<file path="src/sv/weighted_degree_rbf_kernel_top_defines.svh">
// Assertion macros shared by the weighted-degree RBF kernel RTL.
// No dependencies; include with the bare file name.
`ifndef WEIGHTED_DEGREE_RBF_KERNEL_TOP_DEFINES_SVH
`define WEIGHTED_DEGREE_RBF_KERNEL_TOP_DEFINES_SVH

// Implication checked on every rising clock edge outside reset.
`define WDK_ASSERT_IMP(label, clk, rst_n, ante, cons, msg) \
    label: assert property (@(posedge clk) disable iff (!rst_n) (ante) |-> (cons)) \
        else $error(msg);

// Implication whose consequent is checked in the cycle after the antecedent, outside reset.
`define WDK_ASSERT_NEXT(label, clk, rst_n, ante, cons, msg) \
    label: assert property (@(posedge clk) disable iff (!rst_n) (ante) |=> (cons)) \
        else $error(msg);

`endif

</file>
<file path="src/sv/wdk_pkg.sv">
// Shared types, constants and ROM functions for the weighted-degree RBF kernel.
// No dependencies.
package wdk_pkg;

    localparam int unsigned FactorCount = 14;

    typedef logic [31:0] t_q32;

    // Group record handed from the front to the back through the queue.
    typedef struct packed {
        logic [63:0] sum;
        logic        is_group;
        logic        is_last;
        logic        partial;
    } t_grp;

    function automatic logic [31:0] exp_factor(input int unsigned k);
        logic [31:0] f;
        case (k)
            0:       f = 32'd4290775039;
            1:       f = 32'd4286586875;
            2:       f = 32'd4278222805;
            3:       f = 32'd4261543596;
            4:       f = 32'd4228380001;
            5:       f = 32'd4162825044;
            6:       f = 32'd4034748365;
            7:       f = 32'd3790295335;
            8:       f = 32'd3344923893;
            9:       f = 32'd2605029347;
            10:      f = 32'd1580030169;
            11:      f = 32'd581260616;
            12:      f = 32'd78665070;
            13:      f = 32'd1440801;
            default: f = 32'd0;
        endcase
        return f;
    endfunction

    // Elaboration-time exp ROM entry for table index idx.
    function automatic logic [15:0] exp_entry(input int unsigned idx, input int unsigned bits);
        logic [63:0] v;
        int          t;
        v = 64'h1_0000_0000;
        for (int j = 0; j < bits; j++) begin
            t = j + 14 - bits;
            if (((idx >> j) & 1) != 0 && t >= 0 && t < FactorCount) begin
                v = (v * {32'd0, exp_factor(t)} + 64'h8000_0000) >> 32;
            end
        end
        v = (v + 64'd32768) >> 16;
        return (v > 64'd65535) ? 16'hFFFF : v[15:0];
    endfunction

endpackage

</file>
<file path="src/sv/wdk_fifo.sv">
// Short queue of group records between front and back.
// Depends on wdk_pkg.
module wdk_fifo (
    input  logic          i_clk,
    input  logic          i_rst_n,
    input  logic          i_valid,
    output logic          o_ready,
    input  wdk_pkg::t_grp i_data,
    output logic          o_valid,
    input  logic          i_ready,
    output wdk_pkg::t_grp o_data
);
    wdk_pkg::t_grp r_mem [4];
    logic [1:0]    r_wp, r_rp;
    logic [2:0]    r_cnt;
    logic          push, pop;

    assign o_ready = r_cnt != 3'd4;
    assign o_valid = r_cnt != 3'd0;
    assign o_data = r_mem[r_rp];
    assign push = i_valid && o_ready;
    assign pop = o_valid && i_ready;

    always_ff @(posedge i_clk) begin
        if (push) begin
            r_mem[r_wp] <= i_data;
        end
        if (!i_rst_n) begin
            r_wp <= '0;
            r_rp <= '0;
            r_cnt <= '0;
        end else begin
            if (push) r_wp <= r_wp + 2'd1;
            if (pop) r_rp <= r_rp + 2'd1;
            r_cnt <= r_cnt + 3'(push) - 3'(pop);
        end
    end
endmodule

</file>
<file path="config.mk">
export PLATFORM = sky130hd
export DESIGN_NAME = wdk_fifo
export DESIGN_NICKNAME = d
export VERILOG_FILES = /design/src/sv/weighted_degree_rbf_kernel_top_defines.svh /design/src/sv/wdk_pkg.sv /design/src/sv/wdk_fifo.sv
export SDC_FILE = /design/constraint.sdc
export NUM_CORES = 1
export LEC_CHECK = 0
export ABC_AREA = 1
export BUFFER_PORTS_ARGS = -buffer_cell sky130_fd_sc_hd__buf_4
export CAP_MARGIN = 20
export CORE_MARGIN = 1.5
export CORE_UTILIZATION = 49
export DETAILED_ROUTE_END_ITERATION = 10
export GPL_TIMING_DRIVEN = 0
export MAX_ROUTING_LAYER = met4
export PLACE_DENSITY_LB_ADDON = 0.1
export SYNTH_ARGS = -nofsm -noshare
export SYNTH_HDL_FRONTEND = slang
export SYNTH_SLANG_ARGS = --single-unit
</file>
<file path="constraint.sdc">
create_clock -name i_clk -period 4.3 [get_ports i_clk]
set_clock_uncertainty 0.15 [all_clocks]
set_input_delay 0.645 -clock i_clk [delete_from_list [all_inputs] [get_ports i_clk]]
set_output_delay 0.645 -clock i_clk [all_outputs]
set_load 0.005 [all_outputs]
</file>
# ---- Word-level counts from Yosys, hierarchy flattened
# Memory sizes are Yosys's and may differ from the RTL's. A register that Yosys moved wholly into a read port is not among the register bits.
# Cells that the tools add are included.
dict set report op_classes {
  add_sub_neg 4
  muxes 4
  n_reduce_logical 3
  eq_ne 1
}
# operator count
set op_table {}
lappend op_table {{2-bit by 1-bit adder with 2-bit output, second input constant} 2}
lappend op_table {{2-bit two-way mux} 2}
lappend op_table {{3-bit by 1-bit adder with 3-bit output} 1}
lappend op_table {{3-bit != test, second input constant} 1}
lappend op_table {{3-bit nonzero test} 1}
lappend op_table {{3-bit by 1-bit subtractor with 3-bit output} 1}
lappend op_table {{1-bit logical AND} 2}
lappend op_table {{1-bit two-way mux} 2}
dict set report word_totals {
  out_inout_bits 69
  ff_bits 7
  mem_count 1
  ram_bits 268
  inputBits 71
}
# memory depth word_bits rd rd_ports_with_merged_regs write_ports line
set memory_table {}
lappend memory_table {r_mem 4 67 1 1 1 wdk_fifo.sv:13} ;# wdk_pkg::t_grp r_mem [4];

# ---- Longest topological paths before layout
dict set report logic_depth {
  depth_word 4
  depth_mapped 10
  mapped_depth_nobuf 10
}

# ---- Least setup slack after synthesis
# Ideal clock, no wire load.
dict set report synth_timing {
  path_kind {input to register}
  start {input i_valid}
  end {memory r_mem[0][0] in the netlist's numbering (enable)}
  required_time_ps 3657
  arrival_ps 3565
  setup_ps 493
  setup_slack_ps 93
  cell_stages 2
  cell_sequence {nand2_1 -> nor2_1}
}
dict set report synth_via {
  elab_chain_len 3
}
# element line
set synth_rtl {}
lappend synth_rtl {{from (decl)} wdk_fifo.sv:6} ;# input logic i_valid,
lappend synth_rtl {{1-bit logical AND} wdk_fifo.sv:21} ;# assign push = i_valid && o_ready;
lappend synth_rtl {{1-bit two-way mux} wdk_fifo.sv:25} ;# if (push) begin
lappend synth_rtl {{1-bit two-way mux (implied by the code)} wdk_fifo.sv:26} ;# r_mem[r_wp] <= i_data;
lappend synth_rtl {{to (decl)} wdk_fifo.sv:13}
# Every way passes these cells.

==> flow_summary.rst <==
.. list-table::
   :header-rows: 1

   * - Metric
     - Value
   * - Most common library cell in the layout ignoring fill and taps
     - edfxtp_1
   * - Run status
     - completed
   * - TNS Setup
     - 0 ns
   * - Post-synthesis sequential area ratio
     - 79.00%
   * - Netlist Area Pre-Place
     - 10,410 um2
   * - Global-route wire length before repair
     - 36,140 um
   * - Via Count
     - 6,490
   * - Power per cell area
     - 574.7 nW/um2
   * - Number of failing hold endpoints at the final stage
     - 0
   * - Maximum number of pins on one net before global-route repair
     - 28
   * - Utilization of the core after routing
     - 61.21%
   * - Full die area
     - 22,140 um2
   * - Setup bufs post-CTS
     - 0
   * - Worst Path Arrival
     - 2.04 ns
   * - Final GP Congestion
     - 0.7602
   * - IO Port Bufs
     - 139
   * - Number of violations reported at the end of detailed-routing iteration 0
     - 385
   * - Total count of max-transition violations in the final report
     - 0
   * - Core area
     - 20,960 um2
   * - Count of unresolved DRC violations after routing
     - 0
   * - Count of flip-flops with a built-in enable after synthesis
     - 268
   * - Maximum resistive drop on vdd
     - 364.2 uV
   * - Initial standard-cell utilization of the core
     - 49.70%
   * - Overall global routing resource usage
     - 22.04%
   * - Total nets after synthesis
     - 791
   * - Startpoint kind of the worst setup timing path
     - register
   * - Required time worst endpoint
     - 3.50 ns
   * - Number of buffers added by the clock tree synthesis step
     - 28
   * - Initial antenna violation count
     - 0
   * - Congestion Overflow GR
     - 0
   * - Yosys warnings
     - 0
   * - Max-capacitance violation count
     - 0
   * - Maximum buffer depth of the clock tree
     - 3
   * - Unrepaired setup endpoints after global routing
     - false
   * - Average detailed-routed wire length per instance
     - 19.93 um
   * - Rel. slew slack
     - 38.64%
   * - Fraction of layout cells with a size suffix above 1
     - 24.34%
   * - Worst-Margin Slew
     - 0.9182 ns
   * - Async set-reset flop share out of synthesis
     - 0%
   * - Worst-skew pair later-pin latency
     - 0.52 ns
   * - Number of global-route vias before repair
     - 6,727
   * - Period utilization
     - 66.01%
   * - Crit path time final
     - 2.839 ns
   * - Commonest cells after routing, fill and taps aside
     - edfxtp_1, nor2_1, buf_4, o21ai_0, o22ai_1
   * - Worst-case setup slack after placement
     - 1.699 ns
   * - Synth cell types
     - 21
   * - Register-to-register setup slack
     - 1.77 ns
   * - Post-layout net count
     - 968
   * - # rows
     - 53
   * - Hold/Removal Path Class
     - in2reg
   * - Cell count after placement
     - 1,135
   * - Number of vias per cell
     - 5.486
   * - Smallest setup slack after layout
     - 1.461 ns
   * - Post-cts resize count
     - 0
   * - Height of the die
     - 148.8 um
   * - Number of buffers added to fix hold violations after cts
     - 0
   * - CTS sink cnt
     - 277
   * - Kind of end point of the critical path
     - output pin
   * - Total wire length after detailed routing
     - 23,580 um
   * - Static Leakage
     - 4.566 nW
   * - Cell at the root of the clock tree
     - clkbuf_16
   * - TritonCTS clock tree
     - yes
   * - Total design power
     - 7.372 mW
   * - Antenna Violating Nets Remaining
     - 0
   * - Number of standard cells in the layout, taps in and fillers out
     - 1,183
   * - Total iterations of the first detailed-routing run
     - 5
   * - Post-detail-place hpwl
     - 14,450 um
   * - Yosys reg bits
     - 277
   * - H-tree levels
     - 1
   * - Clock Pin Slew Worst Setup and Hold Paths
     - 0.06 ns
   * - Area Overhead vs Synth
     - 23.16%
   * - Number of ports placed on the die boundary
     - 140
   * - Dominant register cell in the synthesized netlist
     - edfxtp_1
   * - Antenna diodes
     - 0
   * - Max FO, Critical Path
     - 10
   * - Final-report setup violation count
     - 0
   * - Critical path type
     - reg2out
   * - Maximum clock frequency
     - 0.3523 GHz
   * - Chip Width
     - 148.8 um
   * - Instance count of the mapped netlist
     - 713
   * - Post-Synthesis Mean Instance Area
     - 14.61 um2
[final timing paths]
| kind | from | to | cells after the start |
|---|---|---|---|
| max | register | o_data[19] | 4 |
| min | i_data[18] | r_mem[1][18] | 1 |
| max reg2reg | r_cnt[1] | r_mem[1][50] | 5 |
| min reg2reg | r_rp[0] | r_rp[0] | 2 |
[state kept, by name (all words and copies together) (netlist names), named ones only]
name,count
r_wp,2
r_cnt,3
r_mem,268
r_rp,2
[final cells by class]
cell class / instances / area [um2]
buffer: 43 / 285.3
clock buffer: 38 / 759.5
clock inverter: 10 / 45.04
fill: 1649 / 8128
inverter: 16 / 65.06
multi-input combinational: 377 / 1867
sequential: 277 / 8228
tap: 275 / 344.1
timing repair buffer: 147 / 1234
[synth_stat cells (all sizes together), types with 2 or more instances]
cell | count | area share (%)
edfxtp | 268 | 77
nor2 | 146 | 5.3
o21ai | 135 | 6.5
o22ai | 67 | 4.0
buf | 25 | 1.9
clkbuf | 18 | 0.84
inv | 16 | 0.62
nand2 | 13 | 0.47
dfxtp | 9 | 1.7
ha | 6 | 0.72
a21oi | 4 | 0.19
nand3 | 3 | 0.14
a21boi | 2 | 0.14
[kinds of logic (layout without fill, tap and decap cells)]
group / count (synthesis) / count (layout) / share of synthesized area [%]
buffers and inverters: 59 / 254 / 3.364
AO/OA/AOI/OAI: 208 / 208 / 10.85
adder cells (fa/ha/maj): 7 / 7 / 0.9130
flip-flops: 277 / 277 / 79.00
AND/OR/NAND/NOR: 162 / 162 / 5.875
[critical path: stages, from the launching register on]
cell and delay, ns:
dfxtp_1 0.45, clkbuf_1 0.42, o21ai_0 0.19, o22ai_1 0.30, buf_4 0.17
[through the flow]
stage,cell area (um2),hold slack [ns]
after floorplan,10420,0.2981
after global placement,11800,0.3158
after detailed placement,12020,0.3836
after CTS,12830,0.1509
after global routing,12830,0.1527
final,12830,0.1711
[power breakdown]
group | internal [mW] | switching, mW | total (mW)
Clock | 1.22 | 0.924 | 2.15
Sequential | 3.29 | 0.0738 | 3.36
Combinational | 0.783 | 1.08 | 1.86
Total | 5.29 | 2.08 | 7.37
[layer usage]
metal | global-route usage (%) | share of wire [%] | vias up
li1 | - | - | 3028
met1 | 28.88 | 42 | 3218
met2 | 36.47 | 50 | 212
met3 | 3.333 | 6.4 | 32
met4 | 5.594 | 1.7 | 0
met5 | - | 0 | -
Power figures use the tool's default switching activity.
