[config.mk]
export PLATFORM = sky130hd
export DESIGN_NAME = wdk_front
export DESIGN_NICKNAME = d
export VERILOG_FILES = /design/src/sv/wdk_pkg.sv /design/src/sv/wdk_front.sv
export VERILOG_INCLUDE_DIRS = /design/src /design/src/sv
export SDC_FILE = /design/constraint.sdc
export NUM_CORES = 2
export LEC_CHECK = 0
export BUFFER_PORTS_ARGS = -buffer_cell sky130_fd_sc_hd__buf_2
export CAP_MARGIN = 10
export CORE_MARGIN = 4
export CORE_UTILIZATION = 50
export DETAILED_ROUTE_END_ITERATION = 7
export PLACE_DENSITY = 0.7
export SYNTH_ARGS = -nofsm -noshare
export SYNTH_HDL_FRONTEND = slang
export SYNTH_SLANG_ARGS = --single-unit
[constraint.sdc]
create_clock -name i_clk -period 10.5 [get_ports i_clk]
set_clock_uncertainty 0.05 [all_clocks]
set_input_delay 1.05 -clock i_clk [delete_from_list [all_inputs] [get_ports i_clk]]
set_output_delay 1.05 -clock i_clk [all_outputs]
set_load 0.05 [all_outputs]
[src/sv/weighted_degree_rbf_kernel_top_defines.svh]
// Assertion macros shared by the weighted-degree RBF kernel RTL.
// No dependencies; include with the bare file name.
`ifndef WEIGHTED_DEGREE_RBF_KERNEL_TOP_DEFINES_SVH
`define WEIGHTED_DEGREE_RBF_KERNEL_TOP_DEFINES_SVH

// Implication checked on every rising clock edge outside reset.
`define WDK_ASSERT_IMP(label, clk, rst_n, ante, cons, msg) \
    label: assert property (@(posedge clk) disable iff (!rst_n) (ante) |-> (cons)) \
        else $error(msg);

// Implication whose consequent is checked in the cycle after the antecedent, outside reset.
`define WDK_ASSERT_NEXT(label, clk, rst_n, ante, cons, msg) \
    label: assert property (@(posedge clk) disable iff (!rst_n) (ante) |=> (cons)) \
        else $error(msg);

`endif

[src/sv/wdk_pkg.sv]
// Shared types, constants and ROM functions for the weighted-degree RBF kernel.
// No dependencies.
package wdk_pkg;

    localparam int unsigned FactorCount = 14;

    typedef logic [31:0] t_q32;

    // Group record handed from the front to the back through the queue.
    typedef struct packed {
        logic [63:0] sum;
        logic        is_group;
        logic        is_last;
        logic        partial;
    } t_grp;

    function automatic logic [31:0] exp_factor(input int unsigned k);
        logic [31:0] f;
        case (k)
            0:       f = 32'd4290775039;
            1:       f = 32'd4286586875;
            2:       f = 32'd4278222805;
            3:       f = 32'd4261543596;
            4:       f = 32'd4228380001;
            5:       f = 32'd4162825044;
            6:       f = 32'd4034748365;
            7:       f = 32'd3790295335;
            8:       f = 32'd3344923893;
            9:       f = 32'd2605029347;
            10:      f = 32'd1580030169;
            11:      f = 32'd581260616;
            12:      f = 32'd78665070;
            13:      f = 32'd1440801;
            default: f = 32'd0;
        endcase
        return f;
    endfunction

    // Elaboration-time exp ROM entry for table index idx.
    function automatic logic [15:0] exp_entry(input int unsigned idx, input int unsigned bits);
        logic [63:0] v;
        int          t;
        v = 64'h1_0000_0000;
        for (int j = 0; j < bits; j++) begin
            t = j + 14 - bits;
            if (((idx >> j) & 1) != 0 && t >= 0 && t < FactorCount) begin
                v = (v * {32'd0, exp_factor(t)} + 64'h8000_0000) >> 32;
            end
        end
        v = (v + 64'd32768) >> 16;
        return (v > 64'd65535) ? 16'hFFFF : v[15:0];
    endfunction

endpackage

[src/sv/wdk_front.sv]
// Front end: squares element differences and sums them per group.
// Depends on wdk_pkg.
module wdk_front #(
    parameter int unsigned MAX_GROUP = 16
) (
    input  logic              i_clk,
    input  logic              i_rst_n,
    input  logic              i_valid,
    output logic              o_ready,
    input  logic signed [31:0] i_a_value,
    input  logic signed [31:0] i_b_value,
    input  logic              i_last,
    input  logic [4:0]        i_group_size,
    output logic              o_q_valid,
    input  logic              i_q_ready,
    output wdk_pkg::t_grp     o_q_data
);
    localparam int unsigned GW = $clog2(MAX_GROUP + 1);

    // stage 1: difference magnitude and square
    logic              r_s1_valid;
    logic [32:0]       r_mag;
    logic              r_s1_last;
    logic [63:0]       r_group_sum, n_group_sum;
    logic [GW-1:0]     r_fill, n_fill;
    logic              r_out_valid;
    wdk_pkg::t_grp     r_out;

    logic signed [32:0] diff;
    logic [65:0]        sq_full;
    logic [64:0]        sum_ext;
    logic [63:0]        sum_sat;
    logic [GW-1:0]      gs_eff;
    logic               s1_adv;
    logic               out_free;

    assign diff = 33'(i_a_value) - 33'(i_b_value);
    assign gs_eff = (i_group_size == 5'd0) ? GW'(1) :
                    (32'(i_group_size) > MAX_GROUP) ? GW'(MAX_GROUP) : GW'(i_group_size);
    assign sq_full = 66'(r_mag) * 66'(r_mag);
    assign sum_ext = 65'(r_group_sum) + 65'(sq_full[65:16]);
    assign sum_sat = sum_ext[64] ? '1 : sum_ext[63:0];
    assign out_free = !r_out_valid || i_q_ready;
    assign s1_adv = r_s1_valid && out_free;
    assign o_ready = !r_s1_valid || out_free;
    assign o_q_valid = r_out_valid;
    assign o_q_data = r_out;

    always_comb begin
        n_group_sum = r_group_sum;
        n_fill = r_fill;
        if (s1_adv) begin
            if (r_fill + GW'(1) >= gs_eff || r_s1_last) begin
                n_group_sum = '0;
                n_fill = '0;
            end else begin
                n_group_sum = sum_sat;
                n_fill = r_fill + GW'(1);
            end
        end
    end

    always_ff @(posedge i_clk) begin
        if (!i_rst_n) begin
            r_s1_valid <= 1'b0;
            r_out_valid <= 1'b0;
            r_group_sum <= '0;
            r_fill <= '0;
        end else begin
            r_group_sum <= n_group_sum;
            r_fill <= n_fill;
            if (i_valid && o_ready) begin
                r_s1_valid <= 1'b1;
                r_mag <= diff[32] ? 33'(-diff) : 33'(diff);
                r_s1_last <= i_last;
            end else if (s1_adv) begin
                r_s1_valid <= 1'b0;
            end
            if (s1_adv) begin
                r_out_valid <= (r_fill + GW'(1) >= gs_eff) || r_s1_last;
                r_out.sum <= sum_sat;
                r_out.is_group <= (r_fill + GW'(1) >= gs_eff);
                r_out.is_last <= r_s1_last;
                r_out.partial <= (r_fill + GW'(1) < gs_eff);
            end else if (i_q_ready) begin
                r_out_valid <= 1'b0;
            end
        end
    end

    `include "weighted_degree_rbf_kernel_top_defines.svh"
    `WDK_ASSERT_IMP(a_fill_below_group, i_clk, i_rst_n, 1'b1, r_fill < GW'(MAX_GROUP), "group fill overran")
    `WDK_ASSERT_IMP(a_out_has_reason, i_clk, i_rst_n, r_out_valid, r_out.is_group || r_out.is_last, "empty record")
    `WDK_ASSERT_NEXT(a_fill_clears_on_last, i_clk, i_rst_n, s1_adv && r_s1_last, r_fill == '0, "fill kept after last")

endmodule

[Word-level counts from Yosys, hierarchy flattened]
Cells that the tools add are included.
Word-level totals
  output and inout port bits: 69
  memory bits (read-only): 0
  memories: 0
  bits in writable memories: 0
  register bits after elaboration: 172
  bits in latches: 0
  bits of input ports: 74
Operators by class
  mux-type cells: 10
  add/subtract/negate cells: 4
  $lt $le $gt $ge: 3
  reductions and logical operators: 12
  multipliers: 1
  shift-type cells: 0
  equality and inequality tests: 0
  divide/modulo/power cells: 0
  bitwise operators: 0
Operators by type and width (count)
  64-bit two-way mux: 2
  33-bit by 33-bit multiplier with 66-bit output: 1
  64-bit by 50-bit adder with 65-bit output: 1
  33-bit negator: 1
  32-bit by 32-bit subtractor with 33-bit output: 1
  32-bit two-way mux: 1
  5-bit two-way mux: 3
  5-bit by 1-bit adder with 5-bit output, second input constant: 1
  5-bit >= comparator: 1
  5-bit > comparator, second input constant: 1
  5-bit zero test: 1
  5-bit < comparator: 1
  1-bit two-way mux: 4
  2-bit AND reduction: 2
  2-bit nonzero test: 2
  1-bit logical OR: 3
  1-bit logical AND: 2
  1-bit zero test: 2

[Logic depth before layout (Yosys ltp)]
  depth in word-level cells: 6
  depth in mapped cells: 45
  depth with buffers taken out: 40

[Least setup slack after synthesis]
No wires, ideal clock.
  path type: reg2reg
  from: register r_mag[2]
  to: register r_out (netlist bit o_q_data[60]), data pin
  period minus slack after synthesis: 10015 ps
  arrival: 9705 ps
  cell stages (with the launch flop): 43
  setup slack: 485 ps
  path buffers: 5
  cells stage by stage: edfxtp_1 clkbuf_1 clkbuf_1 nand2_1 fa_1 fa_1 inv_1 fa_1 inv_1 fa_1 inv_1 fa_1 inv_1 fa_1 inv_1 fa_1 inv_1 fa_1 [... 7 more ...] a31oi_1 o41ai_1 a31oi_1 o21ai_0 xor2_1 ha_1 nand2_1 o21ai_0 a221o_1 a22oi_1 a41oi_1 nand3_1 and2_1 a21o_1 buf_4 buf_4 nand2_1 mux2_2
Between the ends
  cells in the longest elaborated chain, start to end: 3
RTL lines
  start, declared: line wdk_front.sv:22  | logic [32:0] r_mag;
  start signal, assigned: line wdk_front.sv:74  | r_mag <= diff[32] ? 33'(-diff) : 33'(diff);
  33-bit by 33-bit multiplier with 66-bit output: line wdk_front.sv:40  | assign sq_full = 66'(r_mag) * 66'(r_mag);
  64-bit by 50-bit adder with 65-bit output: line wdk_front.sv:41  | assign sum_ext = 65'(r_group_sum) + 65'(sq_full[65:16]);
  64-bit two-way mux: line wdk_front.sv:42  | assign sum_sat = sum_ext[64] ? '1 : sum_ext[63:0];
  net sum_sat[57]: line wdk_front.sv:32  | logic [63:0] sum_sat;
  end, declared: line wdk_front.sv:27  | wdk_pkg::t_grp r_out;
The timed path passes the listed nets, and every way through them passes these cells.
A chain may end at the register's enable or synchronous reset.

[Worst setup path after layout]
  from: register r_mag[5]
  to: register r_out (netlist bit o_q_data[66]), data pin
The elaborated chain is that of the path after synthesis.

==> impl_metrics.env <==
export IMPL_io_pins=143
export IMPL_syn_avg_cell_area_sq_um=9.15
export IMPL_track_usage_pct=25.7
export IMPL_cp_slowest_cell="edfxtp_1"
export IMPL_cts_sinks=172
export IMPL_numCtsBuffers=17
export IMPL_yosysMostFrequentCell="inv_1"
export IMPL_place_area_sq_mm=0.0451
export IMPL_drt_iter0_drc=1941
export IMPL_dp_hpwl_um=93900
export IMPL_max_slew_margin_pct=24.2
export IMPL_htree_levels=4
export IMPL_antenna_found_initial=1
export IMPL_cts_root_buf="clkbuf_16"
export IMPL_finish_utilization_pct=55.2
export IMPL_rrSetupSlack_ns=0.29
export IMPL_grt_pass1_wl_um=180000
export IMPL_area_growth_pct=9.25
export IMPL_yosysSeqAreaShare_pct=10.5
export IMPL_antenna_left=0
export IMPL_multi_input_comb_area_sq_mm=0.0330
export IMPL_drive_gt1_share_pct=9.91
export IMPL_synth_edff_count=101
export IMPL_wl_um=112000
export IMPL_status="finished clean"
export IMPL_yosys_warnings=0
export IMPL_holdPathEnd="o_q_data[1]$_DFFE_PP_"
export IMPL_synth_cell_type_count=95
export IMPL_vias=31600
export IMPL_grt_pass1_vias=33400
export IMPL_nFillCells=7671
export IMPL_worstPathMaxFanout=10
export IMPL_min_period_ns=10.21
export IMPL_worstMarginPinSlew_ns=1.14
export IMPL_initial_core_util_pct=50.5
export IMPL_synth_area_leaders="fa_1, ha_1, inv_1"
export IMPL_critPathLaunchType="flop"
export IMPL_clock_latency_ns=0.49
export IMPL_fp_dieArea_sq_mm=0.0895
export IMPL_cpLargestDelayFamily="adder cells"
export IMPL_synth_cells=4631
export IMPL_antenna_cells=0
export IMPL_ys_ff_latch=172
export IMPL_hold_depth=0
export IMPL_ys_flop_type="edfxtp_1"
export IMPL_path_buf_inv=9
export IMPL_rows=106
export IMPL_fin_area_sq_mm=0.0463
export IMPL_place_port_buffers=142
export IMPL_ys_top_cells_by_count="inv_1, fa_1, nand2_1"
export IMPL_core_sq_mm=0.0838
export IMPL_tritoncts="yes"
export IMPL_r2r_cells=39
export IMPL_async_flop_share_pct=0
export IMPL_tns_ns=0
export IMPL_gr_total_overflow=0
export IMPL_yosysTopAreaCellShare_pct=40.7
export IMPL_hold_class="reg2reg"
export IMPL_dieHeight_um=299
export IMPL_slowest_delay_ns=0.55
export IMPL_fin_nets=6108
export IMPL_slew_violations=0
export IMPL_regToRegEndpoint="o_q_data[66]$_DFFE_PP_"
export IMPL_holdCritStartpoint="r_s1_last$_DFFE_PP_"
export IMPL_worst_setup_path_type="reg2reg"
export IMPL_cpMostUsedCell="fa_1"
export IMPL_synth_area_sq_mm=0.0424
export IMPL_final_hold_viol_count=0
export IMPL_cp_data_required_time_ns=10.69
export IMPL_period_share_pct=97.3
export IMPL_max_cap_violations=0
export IMPL_seqCellArea_sq_mm=0.00445
export IMPL_clock_path_buffers=2
export IMPL_setup_viol=0
export IMPL_wl_per_cell_um=18.9
export IMPL_r2r_start="r_mag[5]$_DFFE_PP_"
export IMPL_synth_top_area_cell="fa_1"
export IMPL_synth_fp_nets=5930
export IMPL_cp_arrival_ns=10.41
export IMPL_dr_pass1_iters=6
export IMPL_routabilityCongestion=0.942
export IMPL_viasPerCell=5.31
export IMPL_die_w_um=299
export IMPL_max_clock_freq_mhz=97.9
export IMPL_cp_end_kind="flop"
export IMPL_clk_pin_slew_ns=0.09
export IMPL_grt_max_degree=60
export IMPL_route_detailed_drc=0
-- what timing repair did --
item | 4_1_cts | 5_1_grt
hold buffers | 0 | 0
endpoints found under the setup margin | 126 | 128
endpoints found under the hold margin | 0 | 0
gates resized for setup | 5 | 77
pin swaps | 0 | 11
setup buffers | 9 | 20
cloned | 0 | 1
-- metal layers --
| metal | share of wire, % | track usage, % | wire [um] | up-vias |
|---|---|---|---|---|
| li1 | - | - | - | 14600 |
| met1 | 41 | 34.2 | 46000 | 15800 |
| met2 | 48 | 42.8 | 54000 | 1013 |
| met3 | 7.2 | 4.56 | 8060 | 222 |
| met4 | 3.9 | 8.48 | 4350 | 2 |
| met5 | 0.0062 | 0 | 7 | - |
-- metrics by stage --
| step | std cells | hold slack [ns] | setup slack, ns |
|---|---|---|---|
| finish | 5956 | 0.428 | 0.286 |
| global route | 5956 | 0.456 | -0.0831 |
| CTS | 5935 | 0.424 | 0.0175 |
| detailed placement | 5894 | 0.411 | -0.388 |
| global placement | 5894 | 0.400 | -0.222 |
| floorplan | 4631 | 0.387 | 0.485 |
-- kinds of logic (layout without fill, tap and decap cells) --
kind of cell,Yosys count,count (layout),share of synthesized area (%)
buffers and inverters,1374,1565,12.3
adder cells (fa/ha/maj),1225,1225,51.4
AND/OR/NAND/NOR,1089,1089,12.4
AO/OA/AOI/OAI,591,591,9.51
flip-flops,172,172,10.5
XOR/XNOR,165,165,3.41
multiplexers,15,15,0.384
-- sequential cells by signal, indices dropped and copies added, names as in the netlist --
signal,cells
o_q_data,67
o_q_valid,1
r_fill,5
r_group_sum,64
r_mag,33
r_s1_last,1
r_s1_valid,1
-- how the worst max path moves through the flow --
| stage | cells after the start | to | start |
|---|---|---|---|
| global route | 41 | o_q_data[64]$_DFFE_PP_ | r_mag[15]$_DFFE_PP_ |
| floorplan | 42 | o_q_data[60]$_DFFE_PP_ | r_mag[2]$_DFFE_PP_ |
| CTS | 38 | r_group_sum[15]$_SDFFE_PN0P_ | r_mag[9]$_DFFE_PP_ |
| global placement | 42 | r_group_sum[0]$_SDFFE_PN0P_ | r_mag[2]$_DFFE_PP_ |
| detailed placement | 42 | r_group_sum[2]$_SDFFE_PN0P_ | r_mag[2]$_DFFE_PP_ |
| finish | 39 | o_q_data[66]$_DFFE_PP_ | r_mag[5]$_DFFE_PP_ |
-- cell type report --
class,count,share of cell area [%]
multi-input cells,3085,71.3
inverters,1214,9.86
flip-flops and latches,172,9.62
repair buffers,319,4.95
well taps,1134,3.07
clock buffers,18,0.927
clock inverters,14,0.324
-- cells in the final DEF (no fill, tap or decap), types with 16 or more instances in the layout --
master,n
and3_1,18
buf_12,16
nor2_1,163
clkbuf_16,18
xnor2_1,102
buf_2,142
inv_1,1203
nand2b_1,18
o21bai_1,22
nand4_1,36
ha_1,359
nor2b_1,25
fa_1,860
a22o_1,46
dfxtp_1,71
xor2_1,62
a21oi_1,164
or2_2,17
a31oi_1,25
buf_4,151
nor3_1,28
edfxtp_1,101
o21ai_0,77
o21a_1,17
nand2_1,475
and2_1,186
nand3_1,42
a21o_1,87
Power is left out: the tool's default activity adds up to more than one toggle a clock period on the data nets, which glitch-free logic cannot reach.
